## src/rtl/i2cs_pkg.sv

```systemverilog
// Shared types and constants for the I2C register sequencer.
// Covers the item kind codes, the phase codes, the buffer sizing and the
// transaction and result structs. Has no dependencies.
package i2cs_pkg;

   // write buffer sizing
   localparam int BUF_DEPTH = 32;
   localparam int PTR_W     = $clog2(BUF_DEPTH);
   localparam int CNT_W     = $clog2(BUF_DEPTH + 1);

   // fixed field widths
   localparam int KIND_W  = 3;
   localparam int SADDR_W = 7;
   localparam int BYTE_W  = 8;
   localparam int REQCNT_W = 6;
   localparam int RXIDX_W = 5;

   // input item kinds
   localparam logic [KIND_W-1:0] KIND_LOAD        = 3'd0;
   localparam logic [KIND_W-1:0] KIND_START_READ  = 3'd1;
   localparam logic [KIND_W-1:0] KIND_START_WRITE = 3'd2;
   localparam logic [KIND_W-1:0] KIND_TX_READY    = 3'd3;
   localparam logic [KIND_W-1:0] KIND_RX_BYTE     = 3'd4;

   // sequencer phases
   typedef enum logic [2:0] {
      PH_IDLE     = 3'd0,
      PH_SEND_REG = 3'd1,
      PH_SWITCH   = 3'd2,
      PH_TX_DATA  = 3'd3,
      PH_RX_DATA  = 3'd4
   } phase_type;

   // one input transaction
   typedef struct packed {
      logic [KIND_W-1:0]   kind;
      logic [SADDR_W-1:0]  slave_addr;
      logic [BYTE_W-1:0]   reg_sel;
      logic [REQCNT_W-1:0] count;
      logic [BYTE_W-1:0]   data_byte;
   } item_type;

   // one result transaction
   typedef struct packed {
      logic                start_tx;
      logic                restart_rx;
      logic                send_stop;
      logic                tx_valid;
      logic [BYTE_W-1:0]   tx_byte;
      logic [SADDR_W-1:0]  target_addr;
      logic                rx_valid;
      logic [RXIDX_W-1:0]  rx_index;
      logic [BYTE_W-1:0]   rx_data;
      logic                done_res;
      logic [2:0]          phase;
   } result_type;

   // write port of the byte store
   typedef struct packed {
      logic              en;
      logic [PTR_W-1:0]  addr;
      logic [BYTE_W-1:0] data;
   } store_wr_type;

   // limit a requested byte count to the buffer depth
   function automatic logic [CNT_W-1:0] clamp_count(input logic [REQCNT_W-1:0] cnt);
      logic [CNT_W-1:0] lim;
      lim = CNT_W'(BUF_DEPTH);
      if (CNT_W'(cnt) > lim || (REQCNT_W > CNT_W && (cnt >> CNT_W) != '0)) begin
         return lim;
      end
      return CNT_W'(cnt);
   endfunction

endpackage

```

## src/rtl/i2cs_wstore.sv

```systemverilog
// Write byte store: one write port, one registered read port.
// A write to the address being read in the same cycle is forwarded.
// Depends on i2cs_pkg.
module i2cs_wstore
   import i2cs_pkg::*;
(
   input  logic              clock,
   input  store_wr_type      wr,
   input  logic [PTR_W-1:0]  raddr,
   output logic [BYTE_W-1:0] rdata
);

   logic [BYTE_W-1:0] mem [BUF_DEPTH];
   logic [BYTE_W-1:0] rdata_ff;

   // storage write
   always_ff @(posedge clock) begin
      if (wr.en) begin
         mem[wr.addr] <= wr.data;
      end
   end

   // registered read with write-through forwarding
   always_ff @(posedge clock) begin
      if (wr.en && wr.addr == raddr) begin
         rdata_ff <= wr.data;
      end else begin
         rdata_ff <= mem[raddr];
      end
   end

   assign rdata = rdata_ff;

endmodule

```

## src/rtl/i2cs_engine.sv

```systemverilog
// Sequencer state and per-transaction next-state / result logic.
// Drives the byte store write port and prefetch address.
// Depends on i2cs_pkg.
module i2cs_engine
   import i2cs_pkg::*;
(
   input  logic              clock,
   input  logic              reset,
   input  logic              en,
   input  item_type          item,
   input  logic [BYTE_W-1:0] store_rdata,
   output store_wr_type      store_wr,
   output logic [PTR_W-1:0]  store_raddr,
   output result_type        result
);

   phase_type            phase_ff, phase_in;
   logic [BYTE_W-1:0]    reg_sel_ff, reg_sel_in;
   logic [SADDR_W-1:0]   slave_ff, slave_in;
   logic [CNT_W-1:0]     rx_rem_ff, rx_rem_in;
   logic [CNT_W-1:0]     tx_rem_ff, tx_rem_in;
   logic [RXIDX_W-1:0]   rx_pos_ff, rx_pos_in;
   logic [CNT_W-1:0]     tx_pos_ff, tx_pos_in;
   logic [CNT_W-1:0]     load_pos_ff, load_pos_in;

   // next state and result for the transaction in hand
   always_comb begin
      phase_in    = phase_ff;
      reg_sel_in  = reg_sel_ff;
      slave_in    = slave_ff;
      rx_rem_in   = rx_rem_ff;
      tx_rem_in   = tx_rem_ff;
      rx_pos_in   = rx_pos_ff;
      tx_pos_in   = tx_pos_ff;
      load_pos_in = load_pos_ff;
      store_wr    = '0;
      result      = '0;

      if (en) begin
         unique case (item.kind)
            KIND_LOAD: begin
               if (load_pos_ff < CNT_W'(BUF_DEPTH)) begin
                  store_wr.en   = 1'b1;
                  store_wr.addr = load_pos_ff[PTR_W-1:0];
                  store_wr.data = item.data_byte;
                  load_pos_in   = load_pos_ff + 1'b1;
               end
            end
            KIND_START_READ, KIND_START_WRITE: begin
               // open a transaction, aborting any in progress
               phase_in    = PH_SEND_REG;
               reg_sel_in  = item.reg_sel;
               slave_in    = item.slave_addr;
               rx_pos_in   = '0;
               tx_pos_in   = '0;
               if (item.kind == KIND_START_READ) begin
                  rx_rem_in = clamp_count(item.count);
                  tx_rem_in = '0;
               end else begin
                  tx_rem_in   = clamp_count(item.count);
                  rx_rem_in   = '0;
                  load_pos_in = '0;
               end
               result.start_tx    = 1'b1;
               result.target_addr = item.slave_addr;
            end
            KIND_TX_READY: begin
               unique case (phase_ff)
                  PH_SEND_REG: begin
                     result.tx_valid = 1'b1;
                     result.tx_byte  = reg_sel_ff;
                     phase_in = (rx_rem_ff != '0) ? PH_SWITCH : PH_TX_DATA;
                  end
                  PH_SWITCH: begin
                     result.restart_rx  = 1'b1;
                     result.target_addr = slave_ff;
                     result.send_stop   = (rx_rem_ff == CNT_W'(1));
                     phase_in           = PH_RX_DATA;
                  end
                  PH_TX_DATA: begin
                     if (tx_rem_ff != '0 && tx_pos_ff < CNT_W'(BUF_DEPTH)) begin
                        result.tx_valid = 1'b1;
                        result.tx_byte  = store_rdata;
                        tx_pos_in       = tx_pos_ff + 1'b1;
                        tx_rem_in       = tx_rem_ff - 1'b1;
                     end else begin
                        tx_rem_in        = '0;
                        result.send_stop = 1'b1;
                        result.done_res  = 1'b1;
                        phase_in         = PH_IDLE;
                     end
                  end
                  default: begin
                  end
               endcase
            end
            KIND_RX_BYTE: begin
               if (phase_ff == PH_RX_DATA) begin
                  if (rx_rem_ff != '0) begin
                     result.rx_valid = 1'b1;
                     result.rx_index = rx_pos_ff;
                     result.rx_data  = item.data_byte;
                     rx_pos_in       = rx_pos_ff + 1'b1;
                     rx_rem_in       = rx_rem_ff - 1'b1;
                  end
                  // stop goes out with the second to last byte
                  if (rx_rem_in == CNT_W'(1)) begin
                     result.send_stop = 1'b1;
                  end else if (rx_rem_in == '0) begin
                     result.done_res = 1'b1;
                     phase_in        = PH_IDLE;
                  end
               end
            end
            default: begin
            end
         endcase
      end

      result.phase = phase_in;
   end

   // prefetch the store entry for the next transmit byte
   assign store_raddr = tx_pos_in[PTR_W-1:0];

   // state registers
   always_ff @(posedge clock) begin
      if (reset) begin
         phase_ff    <= PH_IDLE;
         reg_sel_ff  <= '0;
         slave_ff    <= '0;
         rx_rem_ff   <= '0;
         tx_rem_ff   <= '0;
         rx_pos_ff   <= '0;
         tx_pos_ff   <= '0;
         load_pos_ff <= '0;
      end else begin
         phase_ff    <= phase_in;
         reg_sel_ff  <= reg_sel_in;
         slave_ff    <= slave_in;
         rx_rem_ff   <= rx_rem_in;
         tx_rem_ff   <= tx_rem_in;
         rx_pos_ff   <= rx_pos_in;
         tx_pos_ff   <= tx_pos_in;
         load_pos_ff <= load_pos_in;
      end
   end

endmodule

```

## src/rtl/i2c_master_register_sequencer_top.sv

```systemverilog
// Top level of the I2C register sequencer: input register, engine,
// byte store and result register with stream handshakes.
// Depends on i2cs_pkg, i2cs_engine and i2cs_wstore.
//
// Usage:
//   req_* carries one command or bus event per transaction: the kind in
//   req_tuser, the address, count and data fields in req_tdata.
//   rsp_* returns exactly one result per request, in order: start,
//   repeated start and stop requests, the next byte to transmit, a
//   received byte with its index, completion and the phase.
//   rsp_tvalid rises after request acceptance once the request has passed
//   the input register and then, through the sequencer logic, the result
//   register. Throughput is one transaction per cycle while rsp_tready
//   is high; the store read for the next transmit byte is prefetched
//   through the store's registered read port.
//   When rsp_tready is low with a result waiting, the result register and
//   the input register both hold, and req_tready drops once the input register is full.
//   Reset clears the phase, counters and positions; the write store is
//   not cleared and must be loaded before its bytes are sent.
module i2c_master_register_sequencer_top
   import i2cs_pkg::*;
(
   input  logic        clock,
   input  logic        reset,
   input  logic        req_tvalid,
   output logic        req_tready,
   input  logic [31:0] req_tdata,  // slave_addr[6:0], reg_sel[14:7], count[20:15],
                                   // data_byte[28:21], zero pad
   input  logic [2:0]  req_tuser,  // kind[2:0]
   output logic        rsp_tvalid,
   input  logic        rsp_tready,
   output logic [39:0] rsp_tdata   // start_tx[0], restart_rx[1], send_stop[2],
                                   // tx_valid[3], tx_byte[11:4], target_addr[18:12],
                                   // rx_valid[19], rx_index[24:20], rx_data[32:25],
                                   // done_res[33], phase[36:34], zero pad
);

   logic              in_valid_ff;
   item_type          in_item_ff;
   logic              out_valid_ff;
   result_type        out_res_ff;
   logic              advance;
   item_type          req_item;
   result_type        eng_res;
   store_wr_type      store_wr;
   logic [PTR_W-1:0]  store_raddr;
   logic [BYTE_W-1:0] store_rdata;

   // stage advances when the result register is free or being drained
   assign advance    = !out_valid_ff || rsp_tready;
   assign req_tready = !in_valid_ff || advance;

   // unpack request
   assign req_item.kind       = req_tuser;
   assign req_item.slave_addr = req_tdata[6:0];
   assign req_item.reg_sel    = req_tdata[14:7];
   assign req_item.count      = req_tdata[20:15];
   assign req_item.data_byte  = req_tdata[28:21];

   // input register
   always_ff @(posedge clock) begin
      if (reset) begin
         in_valid_ff <= 1'b0;
      end else if (req_tready) begin
         in_valid_ff <= req_tvalid;
      end
   end

   always_ff @(posedge clock) begin
      if (req_tready && req_tvalid) begin
         in_item_ff <= req_item;
      end
   end

   i2cs_engine u_engine (
      .clock       (clock),
      .reset       (reset),
      .en          (in_valid_ff && advance),
      .item        (in_item_ff),
      .store_rdata (store_rdata),
      .store_wr    (store_wr),
      .store_raddr (store_raddr),
      .result      (eng_res)
   );

   i2cs_wstore u_wstore (
      .clock (clock),
      .wr    (store_wr),
      .raddr (store_raddr),
      .rdata (store_rdata)
   );

   // result register
   always_ff @(posedge clock) begin
      if (reset) begin
         out_valid_ff <= 1'b0;
      end else if (advance) begin
         out_valid_ff <= in_valid_ff;
      end
   end

   always_ff @(posedge clock) begin
      if (advance && in_valid_ff) begin
         out_res_ff <= eng_res;
      end
   end

   // pack result
   assign rsp_tvalid = out_valid_ff;
   assign rsp_tdata  = {3'b000,
                        out_res_ff.phase,
                        out_res_ff.done_res,
                        out_res_ff.rx_data,
                        out_res_ff.rx_index,
                        out_res_ff.rx_valid,
                        out_res_ff.target_addr,
                        out_res_ff.tx_byte,
                        out_res_ff.tx_valid,
                        out_res_ff.send_stop,
                        out_res_ff.restart_rx,
                        out_res_ff.start_tx};

endmodule

```

## config.mk

```make
export PLATFORM = sky130hd
export DESIGN_NAME = i2c_master_register_sequencer_top
export DESIGN_NICKNAME = d
export VERILOG_FILES = /design/src/rtl/i2cs_pkg.sv /design/src/rtl/i2cs_wstore.sv /design/src/rtl/i2cs_engine.sv /design/src/rtl/i2c_master_register_sequencer_top.sv
export SDC_FILE = /design/constraint.sdc
export NUM_CORES = 1
export LEC_CHECK = 0
export BUFFER_PORTS_ARGS = -buffer_cell sky130_fd_sc_hd__buf_2
export CORE_ASPECT_RATIO = 1.4
export CORE_MARGIN = 2
export CORE_UTILIZATION = 40
export CTS_CLUSTER_SIZE = 20
export DETAILED_ROUTE_END_ITERATION = 7
export GPL_ROUTABILITY_DRIVEN = 0
export SYNTH_ARGS = -nofsm -noshare
export SYNTH_HDL_FRONTEND = slang
export SYNTH_SLANG_ARGS = --single-unit
```

## constraint.sdc

```tcl
create_clock -name clock -period 6.05 [get_ports clock]
set_input_delay 1.21 -clock clock [delete_from_list [all_inputs] [get_ports clock]]
set_output_delay 1.21 -clock clock [all_outputs]
set_load 0.01 [all_outputs]
```

==> reports/qor.txt, run 1 <==
Initial Util: 0.405
TritonRoute pass-1 iters: 5
Remaining Overflow, GRT: 0
Tot Pwr: 5230 uW
Final Hold Vio Count: 0
Syn-to-layout area delta: 13.3%
Post-Route WL: 31700 microns
Yosys warning total: 0
I/O pins: 81
worst path required time: 6.20 ns
HPWL after DPL: 20900 microns
Via Count: 8331
clock sink count: 379
Core Area: 37400 sq um
Peak VDD IR: 179 uV
layout cells sized above 1: 0.212
Post-synth ARST share: 0
Crit Path Class: primary input to flip-flop
Worst setup SP type: primary input
leakage: 0.00514 uW
initial antenna violation count: 0
CP Capture Type: flip-flop
relative slew slack: 0.171
min Tclk post-route: 3.32 ns
Num CTS Buffers: 37
post-CTS setup buffers: 0
first-pass GRT wire length: 48300 microns
Worst Path Max Fanout: 15
Seq/Total Area, Yosys: 0.715
setup TNS: 0 ns
RSZ-0062 raised after global routing: no
fill cell count: 3230
Rows: 84
most common cell after layout, fill and taps aside: edfxtp_1
initial drt markers: 742
Max Cap Viol: 0
Hold Path Class: flip-flop to flip-flop
Post-synth EDFFs: 325
commonest cells after routing, fill and taps aside: edfxtp_1, buf_2, nand2_1, nor2_1, mux4_2
post-synthesis register bit count: 379
final count of negative-setup-slack endpoints: 0
IO Port Bufs: 74
Die X: 169 microns
Worst Skew: 0.0139 ns
CTS resizes: 0
synth unique cells: 66
synthesized cell area: 15200 sq um
nets: 1063
All-Layer GR Usage: 0.162
fin crit share: 0.548
Tightest Pin Transition: 1.24 ns
Ant. Diodes: 0
Worst-path clk slew: 0.06 ns
Bufs on Longest Clock Path: 3
Max Clk Rate: 302 MHz
die area: 39500 sq um
CTS root buffer: clkbuf_16
Post-DRT Antenna Nets: 0
Max Transition Viols Final: 0
cts hold-fix bufs: 0
CTS tree: built
largest net degree at the start of global routing: 51
Die H: 234 microns
Mapped Cells: 944
Synth Area per Inst: 16.1 sq um
CTS HTree Levels: 2
DRC: 0
vias in the first global route: 8464
worst skew pair latency: 0.53 ns
status: complete, no violations
via/cell ratio: 5.49
footprint of the multi-input gates: 4020 sq um
Post-synth top flop: edfxtp_1
Power Density: 305 nW/um^2
FF+latch area: 10800 sq um
Worst Path Arrival: 3.47 ns
mean routed wirelength per cell: 20.9 microns
[routing by layer]
metal  up-vias  routed length [microns]  track usage  share of wire
met3        66                     1360       0.0260          0.043
met4         0                     1330       0.0735          0.042
met5         -                        0            0              0
li1       3844                        -            -              -
met1      4204                    12100        0.183           0.38
met2       217                    16900        0.300           0.53
[state kept, by name, summed over array words and instances, names as in the netlist, named ones only]
| name | flops |
|---|---|
| u_engine.tx_rem_ff | 6 |
| u_wstore.mem | 256 |
| rsp_tvalid | 1 |
| u_engine.rx_rem_ff | 6 |
| u_engine.tx_pos_ff | 6 |
| rsp_tdata | 37 |
| u_engine.load_pos_ff | 6 |
| in_item_ff | 32 |
| u_engine.rx_pos_ff | 5 |
| u_engine.slave_ff | 7 |
| u_engine.reg_sel_ff | 8 |
| u_engine.phase_ff | 3 |
| in_valid_ff | 1 |
[power by group]
part | internal, uW | switching [uW]
clock | 1310 | 944
combinational | 40.4 | 80.5
sequential | 2840 | 20.9
total | 4190 | 1040
[synthesized netlist by cell type (9+ instances only)]
cell | instances | area [sq um]
mux2i_1 | 17 | 170
nand2_1 | 68 | 255
o22ai_1 | 13 | 81.3
a21oi_1 | 38 | 190
edfxtp_1 | 325 | 9760
mux4_2 | 65 | 1460
nand3_1 | 17 | 85.1
dfxtp_1 | 54 | 1080
and2_1 | 23 | 144
clkbuf_1 | 30 | 113
o21ai_0 | 17 | 85.1
nor2_1 | 68 | 255
inv_1 | 15 | 56.3
nor2b_1 | 12 | 75.1
nor4_1 | 10 | 62.6
buf_2 | 13 | 65.1
nor3_1 | 17 | 85.1
a22o_1 | 9 | 78.8
[critical path, stage by stage]
cell      delay, ns
buf_2          0.09
nor2b_1        0.10
nor4_1         0.42
nor3b_1        0.27
buf_4          0.25
nand3b_1       0.35
nor2_1         0.77
[final cells by class]
cell class / count / share of cell area
clock inverters: 16 / 0.00897
multi-input cells: 495 / 0.234
inverters: 16 / 0.00350
well taps: 473 / 0.0345
repair buffers: 89 / 0.0281
clock buffers: 49 / 0.0590
flip-flops and latches: 379 / 0.632
[cells by family after synthesis]
kind of cell | count (synthesis) | synth area share
AO/OA/AOI/OAI | 130 | 0.0571
XOR/XNOR | 5 | 0.00289
adder cells (fa/ha/maj) | 6 | 0.00495
buffers and inverters | 72 | 0.0204
flip-flops | 379 | 0.715
multiplexers | 83 | 0.109
other | 1 | 0.000247
AND/OR/NAND/NOR | 268 | 0.0906
[metrics by stage]
stage	hold slack (ns)	setup slack, ns	cell area, sq um	util	std cells
global placement	0.443	2.29	16000	0.428	1452
detailed placement	0.449	2.23	16000	0.428	1452
finish	0.454	2.73	17200	0.459	1517
global route	0.471	2.53	17200	0.459	1517
floorplan	0.436	2.69	15200	-	946
CTS	0.458	2.77	17200	0.459	1517
[final timing paths]
kind	start	to	slack, ns	cells past startpoint
worst max-delay path	rsp_tready	u_wstore.mem[5][6]	2.73	7
worst min-delay path	u_engine.slave_ff[0]	u_engine.slave_ff[0]	0.45	2
worst max register to register	in_item_ff[29]	u_wstore.mem[5][6]	2.89	5
worst min register to register	u_engine.slave_ff[0]	u_engine.slave_ff[0]	0.45	2
No activity file was read; power rests on OpenSTA's default activity.
==> inputs of run 2 (changes only) <==
--- a/config.mk
+++ b/config.mk
@@ -5,6 +5,7 @@
 export SDC_FILE = /design/constraint.sdc
 export NUM_CORES = 1
 export LEC_CHECK = 0
+export ABC_AREA = 1
 export BUFFER_PORTS_ARGS = -buffer_cell sky130_fd_sc_hd__buf_2
 export CORE_ASPECT_RATIO = 1.4
 export CORE_MARGIN = 2
==> constraint.sdc (replaced) <==
create_clock -name clock -period 2.7 [get_ports clock]
set_input_delay 0.54 -clock clock [delete_from_list [all_inputs] [get_ports clock]]
set_output_delay 0.54 -clock clock [all_outputs]
set_load 0.01 [all_outputs]
==> run 2 against run 1 <==
Core utilization increased by 0.53 points. Clock power increased by 110%. Combinational power increased to 2.9 times the previous value. Total power increased by 120%. Area after synthesis increased by 4.5%. Via count increased by 24%. Die area increased by 4.4%. Critical path depth increased by 1. Critical path type is now flip-flop to flip-flop. Largest cell class unchanged.
==> reports/qor.txt, run 2 <==
Critical Path End: u_wstore.mem[24][1]
Max Clk Rate: 424 MHz
hold wc startpoint: req_tuser[2]
Initial Util: 0.404
initial drt markers: 746
Crit Path Class: flip-flop to flip-flop
Power Density: 636 nW/um^2
fill cell count: 3598
commonest cells after routing, fill and taps aside: edfxtp_1, inv_1, nand3_1, nand2_1, o21ai_0
post-synthesis adder-cell area fraction: 0.00474
All-Layer GR Usage: 0.181
Setup WS pre-CTS: 0.324 ns
I/O pins: 81
via/cell ratio: 4.99
Peak VDD IR: 519 uV
Post-synth ARST share: 0
Synth Area in Simple Gates: 0.125
Synth top area share: 0.616
GRT met3 Usage: 0.0245
IO Port Bufs: 74
largest net degree at the start of global routing: 101
Max Cap Viol: 0
Critical-path top delay cell: edfxtp_1
Compound-Gate Fraction of Synth Area: 0.110
CTS HTree Levels: 2
Syn-to-layout area delta: 14.8%
grt peak-use layer: met2
CTS tree: built
most common cell after layout, fill and taps aside: edfxtp_1
CTS resizes: 0
Rows: 86
Mapped Cells: 1415
Worst Path Arrival: 2.59 ns
Max Transition Viols Final: 0
met1 Use GR: 0.196
Worst Path Max Fanout: 16
Remaining Overflow, GRT: 0
clock sink count: 379
Tot Pwr: 11600 uW
Die X: 172 microns
post-synthesis mux area share: 0
setup TNS: 0 ns
Bufs on Longest Clock Path: 3
placed cell areas: 17100 sq um
Post-synth top flop: edfxtp_1
TritonRoute pass-1 iters: 5
post-synthesis register bit count: 379
Final Hold Vio Count: 0
r2r startpoint: in_item_ff[30]
GRT met2 Usage: 0.342
Hold Path Class: primary input to flip-flop
fin crit share: 0.873
Tightest Pin Transition: 0.639 ns
mean routed wirelength per cell: 17.5 microns
Post-DRT Antenna Nets: 0
Worst-path clk slew: 0.06 ns
Via Count: 10.3k
crit-path max cell delay: 0.45 ns
cts hold-fix bufs: 0
worst path required time: 2.93 ns
first-pass GRT wire length: 56000 microns
Num CTS Buffers: 35
Synth Area in XOR/XNOR: 0.00221
WHS: 0.186 ns
CTS root buffer: clkbuf_16
Yosys warning total: 0
largest family of logic cells by synthesized area: simple AND/OR/NAND/NOR gates
register-to-register setup slack: 0.34 ns
Core Area: 39200 sq um
die area: 41200 sq um
HPWL after DPL: 24300 microns
final count of negative-setup-slack endpoints: 0
DRC: 0
relative slew slack: 0.574
Die H: 239 microns
nets: 1559
max reg flops: 256
r2r endpoint: u_wstore.mem[24][1]
Post-Route WL: 36300 microns
layout cells sized above 1: 0.144
post-CTS setup buffers: 0
most common cell in the netlist: edfxtp_1
RSZ-0062 raised after global routing: no
FF-to-FF path depth: 8
crit-path cells: nor2_4, nand2_1, nor2_1, nand2_4, nor3_1, inv_1, nor3_2, buf_4
final worst slack: 0.343 ns
Worst setup SP type: flip-flop
Post-synth EDFFs: 325
leakage: 0.00674 uW
Seq/Total Area, Yosys: 0.685
min Tclk post-route: 2.36 ns
synthesized cell area: 15800 sq um
CP Capture Type: flip-flop
final instance area: 18200 sq um
vias in the first global route: 10.2k
top post-synthesis cells by count: edfxtp_1, inv_1, nand3_1
Worst Skew: 0.0176 ns
Synth Area per Inst: 11.2 sq um
synth unique cells: 41
Top reg by flops: u_wstore.mem
CP startpoint: in_item_ff[30]
initial antenna violation count: 0
main area contributors after synthesis: edfxtp_1, dfxtp_1, inv_1
worst skew pair latency: 0.53 ns
status: complete, no violations
Ant. Diodes: 0
Synth area leader: edfxtp_1
## run 2: changes by cell type after synthesis, moves of 34 or more
cell	change
nor2_1	+34
a21oi_1	+53
o21ai_0	+80
nand3_1	+134
inv_1	+203
mux4_2	-65
nand2_1	+78
o211ai_1	+70
## run 2: cells by family after synthesis
group                    after synthesis
XOR/XNOR                               4
AND/OR/NAND/NOR                      437
AO/OA/AOI/OAI                        294
flip-flops                           379
adder cells (fa/ha/maj)                6
other                                  1
buffers and inverters                294
## run 2: per-stage QoR
stage,instances,utilization
after floorplan,1417,-
after global placement,2005,0.436
after detailed placement,2005,0.436
after CTS,2067,0.464
after global routing,2067,0.464
final,2067,0.464
## run 2: area by class of cell
cell class / instances / area [sq um] / share of cell area
clock buffer: 49 / 1010 / 0.0557
clock inverter: 13 / 88.8 / 0.00489
inverter: 226 / 853 / 0.0469
multi-input combinational: 744 / 3860 / 0.213
sequential: 379 / 10800 / 0.597
tap: 528 / 661 / 0.0363
timing repair buffer: 128 / 851 / 0.0468
## run 2: worst min path at each step
stage | to | slack, ns | depth (start not counted)
2_1_floorplan | u_engine.slave_ff[0] | 0.44 | 2
3_3_place_gp | u_engine.slave_ff[1] | 0.45 | 2
3_5_place_dp | u_engine.slave_ff[0] | 0.45 | 2
4_1_cts | in_item_ff[22] | 0.16 | 1
5_1_grt | in_item_ff[22] | 0.16 | 1
6_report | in_item_ff[31] | 0.19 | 1
## run 2: worst max-delay path: cells and delay by family (launching register included)
| family | cells | cell delay [ns] |
|---|---|---|
| and+or+nand+nor | 6 | 1.13 |
| DFF | 1 | 0.45 |
| buffers and inverters | 2 | 0.46 |
## run 2: layer usage
layer | wire (microns) | share of wire | up-vias
li1 | - | - | 5097
met1 | 13800 | 0.38 | 4919
met2 | 19800 | 0.54 | 212
met3 | 1090 | 0.030 | 87
met4 | 1640 | 0.045 | 0
met5 | 0 | 0 | -
## run 2: report_power, final
part           switching (uW)  internal (uW)
registers                35.5           6370
clock network            2080           2720
logic                     245            109
total                    2360           9200
==> inputs of run 3 (changes only) <==
--- a/config.mk
+++ b/config.mk
@@ -7,12 +7,15 @@
 export LEC_CHECK = 0
 export ABC_AREA = 1
 export BUFFER_PORTS_ARGS = -buffer_cell sky130_fd_sc_hd__buf_2
+export CELL_PAD_IN_SITES_DETAIL_PLACEMENT = 0
+export CELL_PAD_IN_SITES_GLOBAL_PLACEMENT = 2
 export CORE_ASPECT_RATIO = 1.4
 export CORE_MARGIN = 2
-export CORE_UTILIZATION = 40
+export CORE_UTILIZATION = 37
 export CTS_CLUSTER_SIZE = 20
 export DETAILED_ROUTE_END_ITERATION = 7
 export GPL_ROUTABILITY_DRIVEN = 0
+export PLACE_DENSITY_LB_ADDON = 0.1
 export SYNTH_ARGS = -nofsm -noshare
 export SYNTH_HDL_FRONTEND = slang
 export SYNTH_SLANG_ARGS = --single-unit
==> run 3 against run 2 <==
Global-route usage up 0.55 points. Clock power increased by 19%. Register-to-register slack about the same. Die area rose by 7.9%. Largest cell class unchanged. Critical path type unchanged.
==> reports/qor.txt, run 3 (same netlist as run 2, synthesis figures left out) <==
status: complete, no violations
nets: 1585
Worst setup SP type: flip-flop
max reg flops: 256
Power Density: 670 nW/um^2
Top reg by flops: u_wstore.mem
All-Layer GR Usage: 0.186
Max Cap Viol: 0
I/O pins: 81
post-CTS setup buffers: 0
Max Clk Rate: 425 MHz
vias in the first global route: 10.3k
register-to-register setup slack: 0.35 ns
Ant. Diodes: 0
worst path required time: 2.95 ns
IO Port Bufs: 74
Critical-path top delay cell: edfxtp_1
CTS resizes: 0
min Tclk post-route: 2.35 ns
Hold Path Stages: 1
Worst-path clk slew: 0.06 ns
Core Area: 42200 sq um
CTS HTree Levels: 2
DRC: 0
most common cell after layout, fill and taps aside: edfxtp_1
final worst slack: 0.350 ns
placed cell areas: 17300 sq um
fin crit share: 0.870
final instance area: 18600 sq um
CP Capture Type: flip-flop
Via Count: 10.4k
Remaining Overflow, GRT: 0
leakage: 0.00698 uW
cts hold-fix bufs: 0
Post-DRT Antenna Nets: 0
Worst Path Arrival: 2.60 ns
fill cell count: 3992
Rows: 89
FF+latch area: 10800 sq um
CTS tree: built
Die H: 249 microns
Bufs on Longest Clock Path: 3
die area: 44500 sq um
final count of negative-setup-slack endpoints: 0
r2r startpoint: in_item_ff[30]
Syn-to-layout area delta: 17.6%
mean routed wirelength per cell: 19.3 microns
Initial Util: 0.375
Worst Skew: 0.0144 ns
first-pass GRT wire length: 61600 microns
Hold Path Class: primary input to flip-flop
r2r endpoint: u_wstore.mem[7][1]
Final Hold Vio Count: 0
Max Transition Viols Final: 0
Post-Route WL: 40800 microns
RSZ-0062 raised after global routing: no
CTS root buffer: clkbuf_16
Setup WS pre-CTS: 0.240 ns
Worst Path Max Fanout: 16
hold wc startpoint: req_tdata[20]
via/cell ratio: 4.91
largest net degree at the start of global routing: 61
worst skew pair latency: 0.54 ns
initial drt markers: 538
WHS Endpoint: in_item_ff[13]
crit-path cells: nor2_4, nand2_1, nor2_1, nand2_4, inv_2, nand4_1, nor2_1, buf_4
Num CTS Buffers: 40
crit-path max cell delay: 0.45 ns
layout cells sized above 1: 0.159
initial antenna violation count: 0
Die X: 179 microns
clock sink count: 379
Tightest Pin Transition: 0.648 ns
HPWL after DPL: 27100 microns
footprint of the multi-input gates: 3860 sq um
Peak VDD IR: 505 uV
TritonRoute pass-1 iters: 5
relative slew slack: 0.567
commonest cells after routing, fill and taps aside: edfxtp_1, inv_1, nand3_1, nand2_1, o21ai_0
FF-to-FF path depth: 8
Most common cell on crit path: nor2_1
Crit Path Class: flip-flop to flip-flop
[run 3: worst max path at each step]
stage	start	to	slack (ns)	depth (start not counted)
finish	in_item_ff[30]	u_wstore.mem[7][1]	0.35	8
global route	in_item_ff[30]	u_wstore.mem[16][3]	0.11	8
CTS	in_item_ff[30]	u_wstore.mem[7][1]	0.33	8
detailed placement	rsp_tready	u_engine.rx_pos_ff[3]	0.24	11
global placement	rsp_tready	u_engine.rx_pos_ff[2]	0.19	13
floorplan	rsp_tready	u_wstore.mem[0][0]	-0.09	7
[run 3: worst max-delay path, delay by kind of cell (launching register included)]
kind | cells | cell delay, ns
buf+inv | 2 | 0.41
flops | 1 | 0.45
simple gates | 6 | 1.20
[run 3: area by class of cell]
cell class	instances	area share
clock inverter	21	0.0147
tap	546	0.0367
multi-input combinational	744	0.208
sequential	379	0.583
clock buffer	51	0.0577
timing repair buffer	149	0.0548
inverter	226	0.0458
[run 3: routing by layer]
metal  share of wire  vias to the layer above  GRT usage
li1                -                     5153          -
met1            0.39                     4964      0.213
met2            0.54                      197      0.345
met3           0.036                       74     0.0255
met4           0.034                        0     0.0706
met5               0                        -          0
[run 3: where the power goes]
group / switching [uW] / internal (uW) / leakage (uW) / total, uW
clock: 2230 / 3470 / 0.000658 / 5710
sequential: 37.9 / 6370 / 0.00338 / 6410
combinational: 253 / 110 / 0.00294 / 362
total: 2520 / 9960 / 0.00698 / 12500
[run 3: metrics by stage]
stage          power [uW]  cells  hold WS (ns)  TNS, ns   util
2_1_floorplan        6750   1417         0.441   -23.10      -
3_3_place_gp         6900   2044         0.451        0  0.409
3_5_place_dp         6910   2044         0.458        0  0.409
4_1_cts             12600   2116         0.141        0  0.441
5_1_grt             12900   2116         0.154        0  0.441
6_report            12500   2116         0.175        0  0.441
